==> config.mk <==
export PLATFORM = sky130hd
export DESIGN_NAME = tff_ctrl
export DESIGN_NICKNAME = d
export VERILOG_FILES = /design/src/sv/tff_pkg.sv /design/src/sv/tff_ctrl.sv
export SDC_FILE = /design/constraint.sdc
export NUM_CORES = 1
export LEC_CHECK = 0
export BUFFER_PORTS_ARGS = -buffer_cell sky130_fd_sc_hd__buf_2
export CAP_MARGIN = 30
export CORE_UTILIZATION = 25
export DETAILED_ROUTE_END_ITERATION = 8
export PLACE_DENSITY_LB_ADDON = 0.15
export SYNTH_ARGS = -nofsm -noshare
export SYNTH_HDL_FRONTEND = slang
export SYNTH_SLANG_ARGS = --single-unit
==> constraint.sdc <==
create_clock -name clk -period 2.7 [get_ports clk]
set_input_delay 0.54 -clock clk [delete_from_list [all_inputs] [get_ports clk]]
set_output_delay 0.54 -clock clk [all_outputs]
set_load 0.005 [all_outputs]
==> src/sv/tff_pkg.sv <==
// shared constants, word types and controller/datapath interface structs
// for the threshold flood fill unit; no dependencies
package tff_pkg;

  localparam int MAX_ROWS = 256;
  localparam int MAX_COLS = 256;
  localparam int ROW_W    = $clog2(MAX_ROWS);
  localparam int COL_W    = $clog2(MAX_COLS);
  localparam int RCNT_W   = ROW_W + 1;
  localparam int CCNT_W   = COL_W + 1;
  localparam int CELLS    = MAX_ROWS * MAX_COLS;
  localparam int ADDR_W   = $clog2(CELLS);
  localparam int QPTR_W   = ADDR_W + 1;
  localparam int QWORD_W  = ROW_W + COL_W;
  localparam int CNT_W    = 17;

  localparam logic [7:0] THR_RESET  = 8'd125;
  localparam logic [8:0] DIM_RESET  = 9'd256;
  localparam logic [7:0] FULL_PIX   = 8'd255;
  localparam logic [CNT_W-1:0] CNT_LIMIT = {CNT_W{1'b1}};

  localparam logic [1:0] CMD_LOAD = 2'd0;
  localparam logic [1:0] CMD_FILL = 2'd1;
  localparam logic [1:0] CMD_READ = 2'd2;

  localparam logic [1:0] REG_THRESHOLD = 2'd0;
  localparam logic [1:0] REG_ROWS      = 2'd1;
  localparam logic [1:0] REG_COLS      = 2'd2;

  typedef struct packed {
    logic [1:0] command;
    logic [7:0] row;
    logic [7:0] col;
    logic [7:0] pixel_value;
  } in_word_t;

  typedef struct packed {
    logic [7:0]       pixel_out;
    logic [CNT_W-1:0] filled_count;
    logic             is_fill_result;
  } out_word_t;

  typedef struct packed {
    logic load_pix;
    logic rd_issue;
    logic rd_done;
    logic fill_start;
    logic pop;
    logic take;
    logic nb_issue;
    logic nb_eval;
    logic fill_done;
  } dp_cmd_t;

  typedef struct packed {
    logic out_busy;
    logic q_busy;
    logic nb_last;
  } dp_stat_t;

  function automatic logic [ADDR_W-1:0] cell_addr(input logic [ROW_W-1:0] r,
                                                  input logic [COL_W-1:0] c);
    cell_addr = ADDR_W'(ADDR_W'(r) * ADDR_W'(MAX_COLS) + ADDR_W'(c));
  endfunction

endpackage

==> src/sv/tff_ctrl.sv <==
// sequencer for load, read and breadth-first fill commands
// depends on tff_pkg
module tff_ctrl (
  input  logic              clk,
  input  logic              rst_n,
  input  logic              in_valid,
  input  logic [1:0]        in_command,
  output logic              in_stall,
  input  tff_pkg::dp_stat_t stat,
  output tff_pkg::dp_cmd_t  cmd
);

  typedef enum logic [2:0] {
    S_IDLE, S_RD, S_POP, S_QWAIT, S_NB_RD, S_NB_EV
  } state_t;

  state_t state_r, state_nxt;
  logic   accept;

  assign in_stall = (state_r != S_IDLE) || stat.out_busy;
  assign accept   = in_valid && !in_stall;

  always_comb begin
    cmd       = '0;
    state_nxt = state_r;
    unique case (state_r)
      S_IDLE: begin
        if (accept) begin
          unique case (in_command)
            tff_pkg::CMD_LOAD: cmd.load_pix = 1'b1;
            tff_pkg::CMD_READ: begin
              cmd.rd_issue = 1'b1;
              state_nxt    = S_RD;
            end
            tff_pkg::CMD_FILL: begin
              cmd.fill_start = 1'b1;
              state_nxt      = S_POP;
            end
            default: ;
          endcase
        end
      end
      S_RD: begin
        cmd.rd_done = 1'b1;
        state_nxt   = S_IDLE;
      end
      S_POP: begin
        if (stat.q_busy) begin
          cmd.pop   = 1'b1;
          state_nxt = S_QWAIT;
        end else begin
          cmd.fill_done = 1'b1;
          state_nxt     = S_IDLE;
        end
      end
      S_QWAIT: begin
        cmd.take  = 1'b1;
        state_nxt = S_NB_RD;
      end
      S_NB_RD: begin
        cmd.nb_issue = 1'b1;
        state_nxt    = S_NB_EV;
      end
      S_NB_EV: begin
        cmd.nb_eval = 1'b1;
        state_nxt   = stat.nb_last ? S_POP : S_NB_RD;
      end
      default: state_nxt = S_IDLE;
    endcase
  end

  always_ff @(posedge clk) begin
    if (!rst_n) begin
      state_r <= S_IDLE;
    end else begin
      state_r <= state_nxt;
    end
  end

endmodule

# == After elaboration in Yosys (flattened, before gate mapping) ==
# Index checks and enable logic that the tools add are counted.
# totals
out_inout_bits,10
word_cells,37
register_bits,3
input_bits,8
# classes
muxes,20
n_eq_ne,9
reduce_logical,7
# op_table
cell,n
$pmux 3 s5,1
$mux 1,13
$eq 3x2->1 const B,2
$eq 3x3->1 const B,2
$mux 2,3
$mux 3,2
$pmux 3 s2,1
$eq 3x1->1 const B,1
$logic_not 3->1,1
$ne 3x1->1 const B,1
$reduce_bool 3->1,1
$eq 2x1->1 const B,1
$eq 2x2->1 const B,1
$logic_not 2->1,1
$ne 2x2->1 const B,1
$reduce_and 2->1,1
$logic_and 1x1->1,1
$logic_not 1->1,1
$logic_or 1x1->1,1

# == Logic depth before layout (Yosys ltp) ==
# Gate-level depths: netlist of the first run.
# logic_depth
word_depth,6
ltp_mapped,4
mapped_depth_nobuf,3

# == Worst setup path after synthesis of the first run ==
# Ideal clock, no wire load.
# synth_timing
path_kind,input port to output port
from,input stat[2] in the netlist's numbering
to,output cmd[5] in the netlist's numbering
required_ns,2.160
stages,3
arrival_ns,1.038
n_path_buf,0
slack_ns,1.122
cell_sequence,and2b_1 > nand2_1 > nor3b_2
# synth_rtl
item,line_no,source
"start, declared",tff_ctrl.sv:9,"input tff_pkg::dp_stat_t stat,"
"end, declared",tff_ctrl.sv:10,output tff_pkg::dp_cmd_t cmd

==> flow_summary.rst, run 1 <==
.. list-table::
   :header-rows: 1

   * - Metric
     - Value
   * - Status
     - complete, no violations
   * - CP required
     - 2.16 ns
   * - Met2 demand-to-capacity share in global routing
     - 0.153
   * - Worst r2r path cells
     - 3
   * - Main area contributors after synthesis
     - sky130_fd_sc_hd__dfxtp_1 18%, sky130_fd_sc_hd__nor3b_2 11%, sky130_fd_sc_hd__buf_6 6.8%, sky130_fd_sc_hd__nand3b_4 6.1%, sky130_fd_sc_hd__nor2b_1 5.7%
   * - Synth Instances
     - 35
   * - Post-synth top area share
     - 0.183
   * - Buffer levels on the longest clock path
     - 2
   * - Grt peak-use layer
     - met2
   * - Pwr/cell area
     - 370 nW/um^2
   * - Floorplan core area
     - 1170 sq um
   * - Total chip power
     - 159 uW
   * - Maximum clock rate
     - 535 MHz
   * - Logic depth of the worst setup path including buffers
     - 4
   * - Tmin final
     - 1.87 ns
   * - Synth Net Count
     - 43
   * - Summed negative setup slack over all endpoints
     - 0 ns
   * - Maximum ir drop on the vdd rail
     - 0.000107 V
   * - Worst Path Buf+Inv
     - 1
   * - Share of cells above drive strength 1
     - 0.528
   * - Number of sinks on the clock net
     - 3
   * - Routed via count
     - 301
   * - Effective utilization at floorplan
     - 0.281
   * - Critical Path Max Stage Delay
     - 0.40 ns
   * - Synthesis-to-layout area growth
     - 30.0%
   * - Cell type with the highest aggregate area in the netlist
     - sky130_fd_sc_hd__dfxtp_1
   * - Max-Cap Viols
     - 0
   * - Total wirelength of the detailed-routed design
     - 637 um
   * - Root cell of the clock tree
     - sky130_fd_sc_hd__clkbuf_4
   * - Standby leakage power
     - 0.000200 uW
   * - Total of endpoints with negative setup slack in the final report
     - 0
   * - Slew at the pin closest to its max-slew limit
     - 0.351 ns
   * - Count of yosys warnings during synthesis
     - 0
   * - Top-Level Pins
     - 18
   * - Diodes inserted
     - 0
   * - Clock-pin transition on the worst setup and hold timing paths
     - 0.04 ns
   * - Placed cell count
     - 63
   * - Average cell area after synthesis
     - 9.40 sq um
   * - Pin count of the biggest net entering global routing
     - 12
   * - TritonCTS clock tree
     - done
   * - Number of buffers created by CTS
     - 3
   * - Vias in the first global route
     - 252
   * - Number of standard cells in the layout, taps in and fillers out
     - 67
   * - Utilization after layout
     - 0.365
   * - Met1 usage
     - 0.127
   * - Setup repair bufs after CTS
     - 0
   * - Antenna-violating nets left
     - 0
   * - Sequence of cells on the critical path
     - nor3_2 > nand2_1 > nor3b_2 > buf_2
   * - Post-Synthesis Cell Area
     - 329 sq um
   * - Post-synthesis sequential area ratio
     - 0.183
   * - Final hold viol count
     - 0
   * - RSZ-0062 raised after global routing
     - false
   * - Total number of nets in the final design
     - 62
   * - Gate family responsible for the most delay along the worst path
     - simple AND/OR/NAND/NOR gates
   * - Class of the worst hold path
     - input pin to register
   * - Cell row count
     - 12
   * - Number of max-slew violations in the final report
     - 0
   * - Register bit total from synthesis
     - 3
   * - Crit Reg-Reg Endpoint
     - state_r[1]
   * - Max-Slew Margin vs Limit
     - 0.766
   * - Final period util
     - 0.692
   * - Die Y
     - 38.3 um
   * - Setup slack, reg-to-reg
     - 1.48 ns
   * - Signal arrival time at the worst endpoint
     - 1.33 ns
   * - Number of design-rule violations left by the first detailed-router iteration
     - 3
   * - Routed length per instance
     - 9.51 um
   * - Number of resized instances in the post-cts repair step
     - 0
   * - X dimension of the die
     - 38.3 um
   * - DP Wirelength
     - 488 um
   * - Worst-path maximum fanout
     - 10
   * - DRC
     - 0
   * - Total track usage
     - 0.102
   * - CP startpoint kind
     - register
   * - GR Util met3
     - 0
   * - Pre-antenna DRT Iters
     - 4
   * - Kind of capture point of the worst setup path
     - output pin
   * - Later-pin clock latency in the skew report
     - 0.23 ns
   * - CP Capture Point
     - cmd[5]
   * - Total die area
     - 1470 sq um
   * - Final weighted congestion of routability-driven global placement
     - 0.635
   * - Startpoint of the lowest-slack register-to-register path
     - state_r[2]
   * - Total congestion overflow after global routing
     - 0
   * - Number of flip-flops in the largest register
     - 3
   * - Post-cts hold buffer count
     - 0
   * - Detail-routed via count per cell
     - 4.49
   * - H-tree depth
     - 1
   * - Critical path type
     - register to output pin
   * - Netlist cell types
     - 25
   * - First-pass GRT wire length
     - 1000 um
   * - Top reg by flops
     - state_r
   * - Clock tree skew after final layout
     - 0.00255 ns
   * - Startpoint of the most critical setup path
     - state_r[1]
   * - Worst path slowest cell
     - sky130_fd_sc_hd__dfxtp_1
   * - Number of I/O port buffers
     - 17
   * - Initial antenna violation count
     - 0
   * - Registers with the most flip-flops
     - state_r: 3 flops
==> cell usage after synthesis, drive strengths merged <==
cell    instances
nor3            2
a21boi          1
nor2            1
nand2b          1
nor4b           1
nor2b           3
a31oi           1
nand3b          2
and3b           1
nor4            1
xor2            1
a21oi           1
nor3b           4
and2            1
and2b           1
o21a            1
dfxtp           3
nand2           4
and4bb          1
buf             3
a211oi          1
==> logic make-up after synthesis <==
| group | synth area share |
|---|---|
| buffers and inverters | 0.0913 |
| AND/OR/NAND/NOR | 0.570 |
| AO/OA/AOI/OAI | 0.129 |
| XOR/XNOR | 0.0266 |
| flip-flops | 0.183 |
==> worst min path at each step <==
stage                          start          to  slack [ns]  cells after the start
after floorplan           state_r[0]  state_r[0]        0.53                      2
after global placement    state_r[0]  state_r[0]        0.68                      1
after detailed placement  state_r[0]  state_r[0]        0.68                      1
after CTS                      rst_n  state_r[1]        0.59                      3
after global routing           rst_n  state_r[1]        0.60                      3
final                          rst_n  state_r[1]        0.59                      3
==> cell type report <==
class | count | area, sq um
Clock buffer | 4 | 26.3
Fill cell | 132 | 743
Multi-Input combinational cell | 29 | 239
Sequential cell | 3 | 60.1
Tap cell | 14 | 17.5
Timing Repair Buffer | 17 | 85.1
==> report_power, final <==
part,leakage (uW),switching [uW],internal [uW]
sequential,0.0000243,3.72,45.9
clock,0.0000150,21.5,55.3
combinational,0.000161,14.5,17.6
==> per-layer routing <==
metal  vias to the layer above  part of all wire  wire length (um)
met2                        11              0.52               329
met5                         -                 0                 0
li1                        159                 -                 -
met1                       131              0.43               274
met4                         0                 0                 0
met3                         0             0.052                33
==> stage by stage <==
stage               hold WS [ns]  setup slack [ns]  area [sq um]
global placement           0.682             0.898           402
global route               0.599             0.703           428
detailed placement         0.676             0.900           402
finish                     0.593             0.832           428
floorplan                  0.527              1.12           329
CTS                        0.588             0.804           428
==> tightest hold or removal path: cells and delay by family <==
kind / cells / cell delay, ns
AOI/OAI and AO/OA: 1 / 0.04
buffers and inverters: 1 / 0.12
and+or+nand+nor: 1 / 0.08
==> layout by cell type (no fill, tap or decap), drive strengths merged <==
master  count
nor2b       3
nand2       4
and2        1
a211oi      1
a21boi      1
nor3        2
and2b       1
and4bb      1
xor2        1
nor2        1
clkbuf      4
nand3b      2
dfxtp       3
o21a        1
buf        17
a21oi       1
nor4        1
nor4b       1
nand2b      1
a31oi       1
nor3b       4
and3b       1
Power figures use the tool's default switching activity.
==> inputs of run 2 (changes only) <==
- clock period: 2.7 -> 1.9 ns (I/O delays scaled with it)
==> flow_summary.rst, run 2 (synthesis results as in run 1) <==
.. list-table::
   :header-rows: 1

   * - Metric
     - Value
   * - Critical path type
     - register to output pin
   * - Share of cells above drive strength 1
     - 0.528 (unchanged)
   * - Grt peak-use layer
     - met2
   * - Total track usage
     - 0.108 (+0.00608)
   * - Signal arrival time at the worst endpoint
     - 1.34 ns (about the same)
   * - Number of design-rule violations left by the first detailed-router iteration
     - 4 (+1)
   * - Top-Level Pins
     - 18 (unchanged)
   * - Later-pin clock latency in the skew report
     - 0.23 ns (about the same)
   * - Setup repair bufs after CTS
     - 0 (unchanged)
   * - X dimension of the die
     - 38.3 um (unchanged)
   * - Clock-pin transition on the worst setup and hold timing paths
     - 0.03 ns (about the same)
   * - Post-cts hold buffer count
     - 0 (unchanged)
   * - Root cell of the clock tree
     - sky130_fd_sc_hd__clkbuf_4
   * - Total congestion overflow after global routing
     - 0 (unchanged)
   * - DP Wirelength
     - 526 um (+7.8%)
   * - Most frequent cells in the layout
     - 17 x sky130_fd_sc_hd__buf_2, 4 x sky130_fd_sc_hd__nand2_1
   * - Cell row count
     - 12 (unchanged)
   * - Share of power burned in the clock network
     - 0.478 (-0.006)
   * - Max-Slew Margin vs Limit
     - 0.758 (-0.00759)
   * - Internal power
     - 169 uW (+42%)
   * - Met2 demand-to-capacity share in global routing
     - 0.174 (+0.0212)
   * - Net Switching
     - 55.3 uW (+39%)
   * - Power share of the sequential group
     - 0.316 (+0.003)
   * - Die Y
     - 38.3 um (unchanged)
   * - Met1 usage
     - 0.127 (unchanged)
   * - H-tree depth
     - 1 (unchanged)
   * - Pwr/cell area
     - 524 nW/um^2 (+41%)
   * - Number of standard cells in the layout, taps in and fillers out
     - 67 (unchanged)
   * - Final period util
     - 0.903
   * - Class of the worst hold path
     - input pin to register
   * - RSZ-0062 raised after global routing
     - false
   * - Number of max-slew violations in the final report
     - 0 (unchanged)
   * - Effective utilization at floorplan
     - 0.281 (unchanged)
   * - Standby leakage power
     - 0.000200 uW (unchanged)
   * - Net switching fraction of the power
     - 0.247 (-0.00383)
   * - Routed length per instance
     - 9.88 um (+3.9%)
   * - Maximum clock rate
     - 583 MHz
   * - Vias in the first global route
     - 275 (+9.1%)
   * - CP required
     - 1.52 ns (-0.64 ns)
   * - Max-Cap Viols
     - 0 (unchanged)
   * - Number of sinks on the clock net
     - 3 (unchanged)
   * - Initial antenna violation count
     - 0 (unchanged)
   * - Diodes inserted
     - 0 (unchanged)
   * - Kind of capture point of the worst setup path
     - output pin
   * - Clock tree skew after final layout
     - 0.00104 ns (-0.00151 ns)
   * - Number of flip-flops in the largest register
     - 3 (unchanged)
   * - Final hold viol count
     - 0 (unchanged)
   * - DRC
     - 0 (unchanged)
   * - Routed via count
     - 310 (+3.0%)
   * - Status
     - complete, no violations
   * - Smallest hold slack
     - 0.441 ns (-0.152 ns)
   * - Summed negative setup slack over all endpoints
     - 0 ns (unchanged)
   * - Registers with the most flip-flops
     - state_r: 3 flops
   * - Total die area
     - 1470 sq um (unchanged)
   * - Pin count of the biggest net entering global routing
     - 12 (unchanged)
   * - Floorplan core area
     - 1170 sq um (unchanged)
   * - TritonCTS clock tree
     - done
   * - Total chip power
     - 224 uW (+41%)
   * - CP startpoint kind
     - register
   * - Top reg by flops
     - state_r
   * - Number of buffers created by CTS
     - 3 (unchanged)
   * - Total wirelength of the detailed-routed design
     - 662 um (+3.9%)
   * - Worst-path maximum fanout
     - 10 (unchanged)
   * - Pre-antenna DRT Iters
     - 2 (-2)
   * - Synthesis-to-layout area growth
     - 30.0% (unchanged)
   * - Final weighted congestion of routability-driven global placement
     - 0.645 (+1.4%)
   * - Most common cell after layout, fill and taps aside
     - sky130_fd_sc_hd__buf_2
   * - Antenna-violating nets left
     - 0 (unchanged)
   * - GR Util met3
     - 0.0174 (+0.0174)
   * - Number of resized instances in the post-cts repair step
     - 0 (unchanged)
   * - Fraction of power consumed by combinational cells
     - 0.206 (+0.004)
   * - Maximum ir drop on the vdd rail
     - 0.000146 V (+37%)
   * - Total number of nets in the final design
     - 62 (unchanged)
   * - Detail-routed via count per cell
     - 4.63 (+3.0%)
   * - Slew at the pin closest to its max-slew limit
     - 0.363 ns (+0.0114 ns)
   * - Total of endpoints with negative setup slack in the final report
     - 0 (unchanged)
   * - Tmin final
     - 1.72 ns
   * - Number of I/O port buffers
     - 17 (unchanged)
   * - Placed cell count
     - 63 (unchanged)
   * - Buffer levels on the longest clock path
     - 2 (unchanged)
   * - First-pass GRT wire length
     - 1100 um (+9.7%)
## run 2: cell counts in the layout (fill, tap and decap cells not counted)
No cell type changed its count.
## run 2: routing by layer
layer  routed length [um]  vias to the layer above
li1                     -                      160
met1                  296                      141
met2                  335                        9
met3                   30                        0
met4                    0                        0
met5                    0                        -
## run 2: final cells by class
class | count | area (sq um)
fillers | 138 | 743
multi-input cells | 29 | 239
repair buffers | 17 | 85.1
flip-flops and latches | 3 | 60.1
clock buffers | 4 | 26.3
well taps | 14 | 17.5
## run 2: path summary, 6_finish.rpt
| check | start | to | slack [ns] | cells after the start |
|---|---|---|---|---|
| hold / removal | rst_n | state_r[1] | 0.44 | 3 |
| setup / recovery | state_r[1] | cmd[5] | 0.18 | 4 |
| setup reg to reg | state_r[2] | state_r[1] | 0.69 | 3 |
| hold reg to reg | state_r[0] | state_r[0] | 0.67 | 1 |
## run 2: metrics by stage
step | area (sq um) | util | setup slack, ns
after global routing | 428 | 0.365 | 0.0608
after CTS | 428 | 0.365 | 0.160
after detailed placement | 402 | 0.343 | 0.407
final | 428 | 0.365 | 0.184
after global placement | 402 | 0.343 | 0.418
after floorplan | 329 | - | 0.566
## run 2: worst max-delay path: stages (launching register included)
cell and delay (ns):
sky130_fd_sc_hd__dfxtp_1 0.40, sky130_fd_sc_hd__nor3_2 0.26, sky130_fd_sc_hd__nand2_1 0.14, sky130_fd_sc_hd__nor3b_2 0.18
sky130_fd_sc_hd__buf_2 0.13
## run 2: power by group through the flow
stage | clock (uW) | combinational (uW) | sequential, uW
2_1_floorplan | 0 | 35.0 | 67.0
6_report | 107 | 46.2 | 70.7
5_1_grt | 118 | 51.8 | 71.3
4_1_cts | 111 | 47.2 | 70.7
3_3_place_gp | 0 | 47.0 | 71.7
3_5_place_dp | 0 | 47.0 | 71.6
==> inputs of run 3 (changes only) <==
- TNS_END_PERCENT: default -> 1
- clock period: 1.9 -> 1.6 ns (I/O delays scaled with it)
==> flow_summary.rst, run 3 (synthesis results as in run 1) <==
.. list-table::
   :header-rows: 1

   * - Metric
     - Value
   * - Slew at the pin closest to its max-slew limit
     - 0.286 ns (-0.0768 ns)
   * - Die Y
     - 38.3 um (unchanged)
   * - Effective utilization at floorplan
     - 0.281 (unchanged)
   * - Antenna-violating nets left
     - 0 (unchanged)
   * - Total wirelength of the detailed-routed design
     - 641 um (-3.2%)
   * - Number of sinks on the clock net
     - 3 (unchanged)
   * - H-tree depth
     - 1 (unchanged)
   * - Detail-routed via count per cell
     - 4.43 (-4.3%)
   * - DP Wirelength
     - 506 um (-3.8%)
   * - Maximum clock rate
     - 667 MHz
   * - CP Capture Point
     - cmd[2]
   * - Summed negative setup slack over all endpoints
     - 0 ns (unchanged)
   * - Setup slack, reg-to-reg
     - 0.41 ns (-0.28 ns)
   * - Number of buffers created by CTS
     - 3 (unchanged)
   * - Standby leakage power
     - 0.000221 uW (+11%)
   * - Final period util
     - 0.936
   * - Share of cells above drive strength 1
     - 0.607 (+0.0788)
   * - Clock-pin transition on the worst setup and hold timing paths
     - 0.04 ns (about the same)
   * - Setup WS post-layout
     - 0.102 ns (-0.0826 ns)
   * - Max-Slew Margin vs Limit
     - 0.809 (+0.0511)
   * - Layout fillers
     - 126 (-8.7%)
   * - Class of the worst hold path
     - input pin to register
   * - DRC
     - 0 (unchanged)
   * - Number of design-rule violations left by the first detailed-router iteration
     - 1 (-3)
   * - Total die area
     - 1470 sq um (unchanged)
   * - Highest metal used
     - met3
   * - Final hold viol count
     - 0 (unchanged)
   * - TritonCTS clock tree
     - done
   * - Initial antenna violation count
     - 0 (unchanged)
   * - Max-Cap Viols
     - 0 (unchanged)
   * - Pin count of the biggest net entering global routing
     - 11 (-1)
   * - Number of max-slew violations in the final report
     - 0 (unchanged)
   * - Signal arrival time at the worst endpoint
     - 1.18 ns (-0.16 ns)
   * - RSZ-0062 raised after global routing
     - false
   * - Total track usage
     - 0.0912 (-0.0169)
   * - Cell row count
     - 12 (unchanged)
   * - Diodes inserted
     - 0 (unchanged)
   * - Routed length per instance
     - 9.16 um (-7.3%)
   * - First-pass GRT wire length
     - 924 um (-16%)
   * - Number of flip-flops in the largest register
     - 3 (unchanged)
   * - CP startpoint kind
     - register
   * - Status
     - complete, no violations
   * - Top-Level Pins
     - 18 (unchanged)
   * - Worst r2r path cells
     - 4 (+1)
   * - Kind of capture point of the worst setup path
     - output pin
   * - Pre-antenna DRT Iters
     - 3 (+1)
   * - Total congestion overflow after global routing
     - 0 (unchanged)
   * - Root cell of the clock tree
     - sky130_fd_sc_hd__clkbuf_4
   * - Startpoint of the lowest-slack register-to-register path
     - state_r[0]
   * - Buffer levels on the longest clock path
     - 2 (unchanged)
   * - DR WL met3
     - 21 um (-30%)
   * - Critical path type
     - register to output pin
   * - Worst-path maximum fanout
     - 8 (-2)
   * - Maximum ir drop on the vdd rail
     - 0.000249 V (+70%)
   * - Routed length on met2
     - 289 um (-14%)
   * - Floorplan core area
     - 1170 sq um (unchanged)
   * - Top reg by flops
     - state_r
   * - Metal1 wirelength
     - 330 um (+11%)
   * - Later-pin clock latency in the skew report
     - 0.23 ns (about the same)
   * - Most common cell after layout, fill and taps aside
     - sky130_fd_sc_hd__buf_2
   * - Total number of nets in the final design
     - 65 (+4.8%)
   * - Crit Reg-Reg Endpoint
     - state_r[1]
   * - Synthesis-to-layout area growth
     - 43.7%
   * - CP required
     - 1.28 ns (-0.24 ns)
   * - Startpoint of the most critical setup path
     - state_r[2]
   * - Hold Path Stages
     - 3 (unchanged)
   * - Pwr/cell area
     - 577 nW/um^2 (+10%)
   * - Number of I/O port buffers
     - 17 (unchanged)
   * - Dpl ws
     - 0.235 ns (-0.172 ns)
   * - Clock tree skew after final layout
     - 0.00179 ns (+0.000749 ns)
   * - Final weighted congestion of routability-driven global placement
     - 0.670 (+3.9%)
   * - Total of endpoints with negative setup slack in the final report
     - 0 (unchanged)
   * - Tmin final
     - 1.50 ns
   * - Registers with the most flip-flops
     - state_r: 3 flops
   * - Vias in the first global route
     - 224 (-19%)
   * - X dimension of the die
     - 38.3 um (unchanged)
   * - Routed via count
     - 310 (unchanged)
run 3: timing repair:
item                       4_1_cts  5_1_grt
resized for setup                0        5
setup endpoints to repair        0        4
setup buffers                    0        0
hold buffers                     0        0
run 3: where the power goes:
group	internal, uW	switching, uW
registers	77.6	2.16
clock network	93.1	34.1
logic	34.1	32.0
run 3: per-layer routing:
| layer | up-vias | track usage |
|---|---|---|
| met3 | 0 | 0.0174 |
| met5 | - | 0 |
| met4 | 0 | 0.0536 |
| met2 | 9 | 0.123 |
| met1 | 135 | 0.131 |
| li1 | 166 | - |
run 3: cell type report:
| cell class | instances | area, sq um | share of cell area |
|---|---|---|---|
| repair buffers | 20 | 108 | 0.228 |
| multi-input cells | 29 | 262 | 0.553 |
| clock buffers | 4 | 26.3 | 0.0556 |
| flip-flops and latches | 3 | 60.1 | 0.127 |
| well taps | 14 | 17.5 | 0.0370 |
run 3: worst min path at each step:
stage	from	endpoint
after floorplan	rst_n	state_r[2]
after global placement	state_r[0]	state_r[0]
after detailed placement	state_r[0]	state_r[0]
after CTS	rst_n	state_r[1]
after global routing	rst_n	state_r[1]
final	rst_n	state_r[1]
run 3: per-stage QoR:
stage / area (sq um) / util / power (uW) / cells / hold WS [ns]
global route: 473 / 0.404 / 286 / 70 / 0.389
CTS: 450 / 0.385 / 275 / 70 / 0.373
floorplan: 329 / - / 121 / 35 / 0.448
detailed placement: 424 / 0.362 / 143 / 66 / 0.602
finish: 473 / 0.404 / 273 / 70 / 0.377
global placement: 424 / 0.362 / 144 / 66 / 0.608
run 3: worst max-delay path, stage by stage (launching register included):
cell and delay [ns]:
sky130_fd_sc_hd__dfxtp_1 0.36, sky130_fd_sc_hd__buf_4 0.18, sky130_fd_sc_hd__nor2b_4 0.17, sky130_fd_sc_hd__nor2b_1 0.13, sky130_fd_sc_hd__buf_2 0.11
